<file path="config.mk">
export PLATFORM = sky130hd
export DESIGN_NAME = int_to_decimal_ascii_top
export DESIGN_NICKNAME = d
export VERILOG_FILES = /design/src/design/itoa_pkg.sv /design/src/design/int_to_decimal_ascii_top.sv /design/src/design/itoa_ctrl.sv /design/src/design/itoa_dp.sv
export VERILOG_INCLUDE_DIRS = /design/src /design/src/design
export SDC_FILE = /design/constraint.sdc
export NUM_CORES = 1
export LEC_CHECK = 0
export BUFFER_PORTS_ARGS = -buffer_cell sky130_fd_sc_hd__buf_2
export CORE_MARGIN = 5
export CORE_UTILIZATION = 50
export DETAILED_ROUTE_END_ITERATION = 12
export PLACE_DENSITY = 0.73
export SKIP_LAST_GASP = 1
export SYNTH_ARGS = -nofsm -noshare
export SYNTH_HDL_FRONTEND = slang
export SYNTH_SLANG_ARGS = --single-unit
</file>
<file path="constraint.sdc">
create_clock -name clk -period 9.3 [get_ports clk]
set_input_delay 0.465 -clock clk [delete_from_list [all_inputs] [get_ports clk]]
set_output_delay 0.465 -clock clk [all_outputs]
set_load 0.02 [all_outputs]
</file>
<file path="src/design/assert_macros.svh">
// assertion macros used by the top-level design file
// both macros sample on clk and are disabled while rst_n is low
`ifndef ASSERT_MACROS_SVH
`define ASSERT_MACROS_SVH

// same-cycle implication
`define ASSERT_IMP(label, ante, cons, msg) \
  label: assert property (@(posedge clk) disable iff (!rst_n) (ante) |-> (cons)) \
    else $error(msg);

// next-cycle implication
`define ASSERT_NEXT(label, ante, cons, msg) \
  label: assert property (@(posedge clk) disable iff (!rst_n) (ante) |=> (cons)) \
    else $error(msg);

`endif

</file>
<file path="src/design/itoa_pkg.sv">
// ----------------------------------------------------------------------------
// itoa_pkg
// Shared types and constants for the integer to decimal text converter.
// ----------------------------------------------------------------------------
package itoa_pkg;

  // ascii codes, six bits wide
  localparam logic [5:0] ASCII_MINUS = 6'd45;
  localparam logic [5:0] ASCII_ZERO  = 6'd48;
  localparam logic [5:0] ASCII_NINE  = 6'd57;

  // bcd digit width
  localparam int DIGIT_W = 4;

  // commands from controller to datapath
  typedef struct packed {
    logic load;        // capture input word and clear bcd
    logic shift;       // one double-dabble step
    logic emit_sign;   // put '-' out if the word is negative
    logic set_idx;     // point at the leading nonzero digit
    logic emit_digit;  // put the current digit out and step down
  } itoa_cmd_t;

  // status from datapath to controller
  typedef struct packed {
    logic idx_zero;    // current digit is the least significant one
  } itoa_stat_t;

endpackage

</file>
<file path="src/design/int_to_decimal_ascii_top.sv">
// ----------------------------------------------------------------------------
// int_to_decimal_ascii_top
// Signed integer to decimal ascii text, one character per output word.
// ----------------------------------------------------------------------------
// A value is taken when start is high and busy is low. Its text leaves most
// significant character first, one word per out_valid pulse, with a leading
// '-' for negative values and out_last on the final digit. The receiver
// cannot stall: each word is on the outputs for exactly one cycle. The
// conversion is a bit-serial shift-add-3 loop over the VALUE_BITS input
// bits (the '-' is issued in its first step), then a search for the leading
// digit, then the digits in turn. busy stays high through all three, and the
// next value can be taken in the cycle its last digit is shown.
module int_to_decimal_ascii_top #(
  parameter int VALUE_BITS = 32
) (
  input  logic                         clk,
  input  logic                         rst_n,
  input  logic                         start,
  output logic                         busy,
  input  logic signed [VALUE_BITS-1:0] in_value,
  output logic                         out_valid,
  output logic [5:0]                   out_ascii_char,
  output logic                         out_last
);
  import itoa_pkg::*;

  `include "assert_macros.svh"

  itoa_cmd_t  cmd;
  itoa_stat_t stat;
  logic       char_ok;

  // sequencer
  itoa_ctrl #(
    .VALUE_BITS (VALUE_BITS)
  ) u_ctrl (
    .clk   (clk),
    .rst_n (rst_n),
    .start (start),
    .busy  (busy),
    .cmd   (cmd),
    .stat  (stat)
  );

  // conversion datapath
  itoa_dp #(
    .VALUE_BITS (VALUE_BITS)
  ) u_dp (
    .clk            (clk),
    .rst_n          (rst_n),
    .in_value       (in_value),
    .cmd            (cmd),
    .stat           (stat),
    .out_valid      (out_valid),
    .out_ascii_char (out_ascii_char),
    .out_last       (out_last)
  );

  // minus sign or a decimal digit
  assign char_ok = (out_ascii_char == ASCII_MINUS) ||
                   ((out_ascii_char >= ASCII_ZERO) && (out_ascii_char <= ASCII_NINE));

  // checks
  `ASSERT_NEXT(a_accept_busy, start && !busy, busy, "accepted word did not raise busy")
  `ASSERT_IMP(a_last_frees, out_valid && out_last, !busy, "busy after the final digit")
  `ASSERT_IMP(a_more_busy, out_valid && !out_last, busy, "idle while characters remain")
  `ASSERT_IMP(a_char_code, out_valid, char_ok, "bad character code")

endmodule

</file>
<file path="src/design/itoa_ctrl.sv">
// ----------------------------------------------------------------------------
// itoa_ctrl
// Sequencer: bit-serial bcd conversion, leading digit search, digit output.
// ----------------------------------------------------------------------------
module itoa_ctrl #(
  parameter int VALUE_BITS = 32
) (
  input  logic                clk,
  input  logic                rst_n,
  input  logic                start,
  output logic                busy,
  output itoa_pkg::itoa_cmd_t cmd,
  input  itoa_pkg::itoa_stat_t stat
);
  import itoa_pkg::*;

  localparam int CNT_W = $clog2(VALUE_BITS);

  typedef enum logic [1:0] {
    ST_IDLE,
    ST_CONV,
    ST_FIND,
    ST_EMIT
  } state_t;

  state_t             state_r, state_nxt;
  logic [CNT_W-1:0]   cnt_r, cnt_nxt;

  // next state and commands
  always_comb begin
    state_nxt      = state_r;
    cnt_nxt        = cnt_r;
    cmd            = '0;
    case (state_r)
      ST_IDLE: begin
        if (start) begin
          cmd.load  = 1'b1;
          cnt_nxt   = '0;
          state_nxt = ST_CONV;
        end
      end
      ST_CONV: begin
        cmd.shift     = 1'b1;
        cmd.emit_sign = (cnt_r == '0);
        cnt_nxt       = cnt_r + 1'b1;
        if (cnt_r == CNT_W'(VALUE_BITS - 1)) begin
          state_nxt = ST_FIND;
        end
      end
      ST_FIND: begin
        cmd.set_idx = 1'b1;
        state_nxt   = ST_EMIT;
      end
      ST_EMIT: begin
        cmd.emit_digit = 1'b1;
        if (stat.idx_zero) begin
          state_nxt = ST_IDLE;
        end
      end
      default: begin
        state_nxt = ST_IDLE;
      end
    endcase
  end

  // state and bit counter
  always_ff @(posedge clk) begin
    if (!rst_n) begin
      state_r <= ST_IDLE;
      cnt_r   <= '0;
    end else begin
      state_r <= state_nxt;
      cnt_r   <= cnt_nxt;
    end
  end

  assign busy = (state_r != ST_IDLE);

endmodule

</file>
<file path="src/design/itoa_dp.sv">
// ----------------------------------------------------------------------------
// itoa_dp
// Datapath: magnitude, shift-add-3 bcd register, digit pointer, output word.
// ----------------------------------------------------------------------------
module itoa_dp #(
  parameter int VALUE_BITS = 32
) (
  input  logic                    clk,
  input  logic                    rst_n,
  input  logic signed [VALUE_BITS-1:0] in_value,
  input  itoa_pkg::itoa_cmd_t     cmd,
  output itoa_pkg::itoa_stat_t    stat,
  output logic                    out_valid,
  output logic [5:0]              out_ascii_char,
  output logic                    out_last
);
  import itoa_pkg::*;

  // digits in the largest magnitude, 2**(VALUE_BITS-1)
  localparam int NDIG  = ((VALUE_BITS - 1) * 30103) / 100000 + 1;
  localparam int IDX_W = $clog2(NDIG);

  logic [VALUE_BITS-1:0] mag_r, mag_nxt;
  logic [DIGIT_W-1:0]    bcd_r   [NDIG];
  logic [DIGIT_W-1:0]    bcd_nxt [NDIG];
  logic [DIGIT_W-1:0]    adj     [NDIG];
  logic                  neg_r, neg_nxt;
  logic [IDX_W-1:0]      idx_r, idx_nxt, lead_idx;
  logic [VALUE_BITS-1:0] raw_u;
  logic                  valid_r, valid_nxt;
  logic [5:0]            char_r, char_nxt;
  logic                  last_r, last_nxt;

  assign raw_u = in_value;

  // add 3 to every digit of 5 or more
  always_comb begin
    for (int i = 0; i < NDIG; i++) begin
      adj[i] = (bcd_r[i] >= DIGIT_W'(5)) ? bcd_r[i] + DIGIT_W'(3) : bcd_r[i];
    end
  end

  // leading nonzero digit, zero when the whole value is zero
  always_comb begin
    lead_idx = '0;
    for (int i = 0; i < NDIG; i++) begin
      if (bcd_r[i] != '0) begin
        lead_idx = IDX_W'(i);
      end
    end
  end

  // datapath next values
  always_comb begin
    mag_nxt   = mag_r;
    bcd_nxt   = bcd_r;
    neg_nxt   = neg_r;
    idx_nxt   = idx_r;
    valid_nxt = 1'b0;
    char_nxt  = char_r;
    last_nxt  = last_r;
    if (cmd.load) begin
      neg_nxt = raw_u[VALUE_BITS-1];
      mag_nxt = raw_u[VALUE_BITS-1] ? (~raw_u + 1'b1) : raw_u;
      for (int i = 0; i < NDIG; i++) begin
        bcd_nxt[i] = '0;
      end
    end
    if (cmd.shift) begin
      mag_nxt = {mag_r[VALUE_BITS-2:0], 1'b0};
      bcd_nxt[0] = {adj[0][DIGIT_W-2:0], mag_r[VALUE_BITS-1]};
      for (int i = 1; i < NDIG; i++) begin
        bcd_nxt[i] = {adj[i][DIGIT_W-2:0], adj[i-1][DIGIT_W-1]};
      end
    end
    if (cmd.emit_sign && neg_r) begin
      valid_nxt = 1'b1;
      char_nxt  = ASCII_MINUS;
      last_nxt  = 1'b0;
    end
    if (cmd.set_idx) begin
      idx_nxt = lead_idx;
    end
    if (cmd.emit_digit) begin
      valid_nxt = 1'b1;
      char_nxt  = ASCII_ZERO + {2'b00, bcd_r[idx_r]};
      last_nxt  = (idx_r == '0);
      idx_nxt   = idx_r - 1'b1;
    end
  end

  // strobe needs reset, payload does not
  always_ff @(posedge clk) begin
    if (!rst_n) begin
      valid_r <= 1'b0;
    end else begin
      valid_r <= valid_nxt;
    end
  end

  always_ff @(posedge clk) begin
    mag_r  <= mag_nxt;
    bcd_r  <= bcd_nxt;
    neg_r  <= neg_nxt;
    idx_r  <= idx_nxt;
    char_r <= char_nxt;
    last_r <= last_nxt;
  end

  assign stat.idx_zero  = (idx_r == '0);
  assign out_valid      = valid_r;
  assign out_ascii_char = char_r;
  assign out_last       = last_r;

endmodule

</file>
==> results.cfg <==
[placed_design]
routabilityCongestion = 0.8827
post-place-ws_ps = 5998
port_buffers = 42
placed_area_um2 = 6349
dp_hpwl_um = 9328

[setup_path]
startpoint_type = register
required_ps = 9380
crit_cells = 7
critPathBufInv = 2
crit_type = register to register
cp_top_family = simple AND/OR/NAND/NOR gates
end_kind = register
critPathArrivalTime_ps = 3380
crit_chain = inv_1, ha_2, buf_4, and3b_1, a32oi_1, o41ai_1, or3b_2
slowest_delay_ps = 620
critical_path.max_fanout = 75
r2r_cells = 7
slowest_stage = buf_4

[sta]
fin_crit_sh = 0.3547
relSlewSlack = 0.2752
tightest_slew_ps = 1078
finalCriticalPeriod_ps = 3299
tns_ps = 0
setup_ws_ps = 6001
finalMaxSlewViolations = 0
setup-violations-final = 0
rsz0062_at_grt = false
fmax_mhz = 303.1
hold_viol_final = 0
skew_ps = 6.664

[logic_synthesis]
synth-async-reset-ratio = 0
avgSynthCellArea_um2 = 10.09
ys.flop_type = edfxtp_1
synth_cells = 600
synth_area_um2 = 6055
synth-edff-count = 82
ys_ff_latch = 91
ys_seq_area_frac = 0.4365
ys_warn_count = 0
syn-num-nets = 665
yosys.cell_types.count = 61

[clock_tree]
clk_latency_ps = 350
cts_hold_buf = 0
cts.clk_slew.worst_paths_ps = 60
root_buffer = clkbuf_16
clock_path_buffers = 2
cts_tree = done
clock_sinks = 91
cts_made_buffers = 9
cts-htree-levels = 3
cts_resized = 0
post_cts_buffers = 0

[flow_run]
cap_violations = 0

[route]
drt_iter0_drc = 399
viasPerCell = 6.173
drc = 0
drt_pass1_iterations = 5
vias = 4809
drt-wirelength-per-cell_um = 17.30
final_antenna_net_count = 0
drt-total-wl_um = 13480

[power_and_ir_drop]
p_comb_frac = 0.425
seq_power_share = 0.420
power.internal_uw = 1276
p_sw_uw = 823.2
pwr-share-clk = 0.155
p_sw_frac = 0.3921
power_leakage_uw = 0.002578
peakVddDrop_mv = 0.1579
power_density_nw_per_um2 = 317.9

[global_route]
grt_pass1_wl_um = 22070
grt_pass1_vias = 4682
grtUsageTotal = 0.1885
grt_max_degree = 76
antenna_found_initial = 0
gr-total-overflow = 0

[floorplanning]
rows = 40
start_util = 0.5062
die-area_um2 = 14410
die_y_um = 120.0
core_area_um2 = 11960
die_w_um = 120.0
ioPinCount = 44

[cells_and_area]
layout-drive-gt1-share = 0.1250
diodes = 0
fin_util = 0.5520
area_growth_pct = 9.051
nets = 692
layout_commonest_cell = edfxtp_1
final_area_um2 = 6603
num-fill-cells = 1044
layout_common_cells = 82 x edfxtp_1, 58 x nand2_1, 42 x buf_2

[status]
outcome = finished clean

[min_path]
holdPathStages = 2
hold_class = input port to register
-- kinds of logic (layout without fill, tap and decap cells) --
group,after synthesis,after routing,synth area share
muxes,18,18,0.04629
xor gates and xnor gates,32,32,0.04629
AOI/OAI and AO/OA,125,125,0.1513
and+or+nand+nor,234,234,0.2118
DFF,91,91,0.4365
other,1,1,0.0006194
adders and majority gates,30,30,0.06200
buffers and inverters,69,101,0.04526
-- flip-flops by register name (all words and copies together) (netlist names) --
register / flops
u_ctrl.cnt_r: 5
u_ctrl.state_r: 2
u_dp.bcd_r: 40
u_dp.idx_r: 4
u_dp.mag_r: 32
u_dp.neg_r: 1
u_dp.out_ascii_char: 5
u_dp.out_last: 1
u_dp.out_valid: 1
-- final timing paths --
check / start / to / slack [ps]
worst min register to register: u_dp.mag_r[0] / u_dp.mag_r[0] / 460
worst max-delay path: u_ctrl.state_r[1] / u_dp.mag_r[27] / 6000
worst max register to register: u_ctrl.state_r[1] / u_dp.mag_r[27] / 6000
worst min-delay path: rst_n / u_dp.out_valid / 330
-- power groups by stage --
stage	Sequential (uW)	Clock (uW)	Combinational [uW]
2_1_floorplan	841	0	704
5_1_grt	907	351	1000
6_report	882	324	893
4_1_cts	880	330	897
3_5_place_dp	888	0	890
3_3_place_gp	876	0	846
-- cell usage after synthesis, drive strengths merged (11+ instances only) --
master / n / area (um^2)
nor3: 15 / 75.07
a21oi: 11 / 55.05
nand2: 58 / 217.7
nand2b: 21 / 131.4
ha: 30 / 375.4
nand3: 20 / 100.1
or4: 20 / 165.2
clkbuf: 22 / 82.58
inv: 40 / 150.1
and3: 12 / 75.07
and2: 14 / 87.58
xnor2: 27 / 236.5
edfxtp: 82 / 2462
o21ai: 27 / 135.1
nor2: 34 / 127.6
-- layer usage --
layer  GRT usage  routed length [um]  up-vias
met5           0                   0        -
met4     0.06586                 235        0
met3     0.04571                 692       24
met2      0.3196                6718      168
met1      0.2344                5830     2309
li1            -                   -     2308
-- through the flow --
step	instances	hold WS [ps]	power, uW
after detailed placement	763	453.9	1778
after global placement	763	444.8	1722
after global routing	779	333.7	2260
after floorplan	600	436.6	1545
final	779	334.1	2099
after CTS	779	328.7	2108
-- layout make-up --
cell class	instances	area [um^2]	share of cell area
flip-flops and latches	91	2643	0.4002
inverters	41	153.9	0.02331
multi-input cells	440	3143	0.4760
repair buffers	44	225.2	0.03411
clock inverters	4	17.52	0.002653
well taps	147	183.9	0.02786
clock buffers	12	236.5	0.03582
Power figures use the tool's default switching activity.
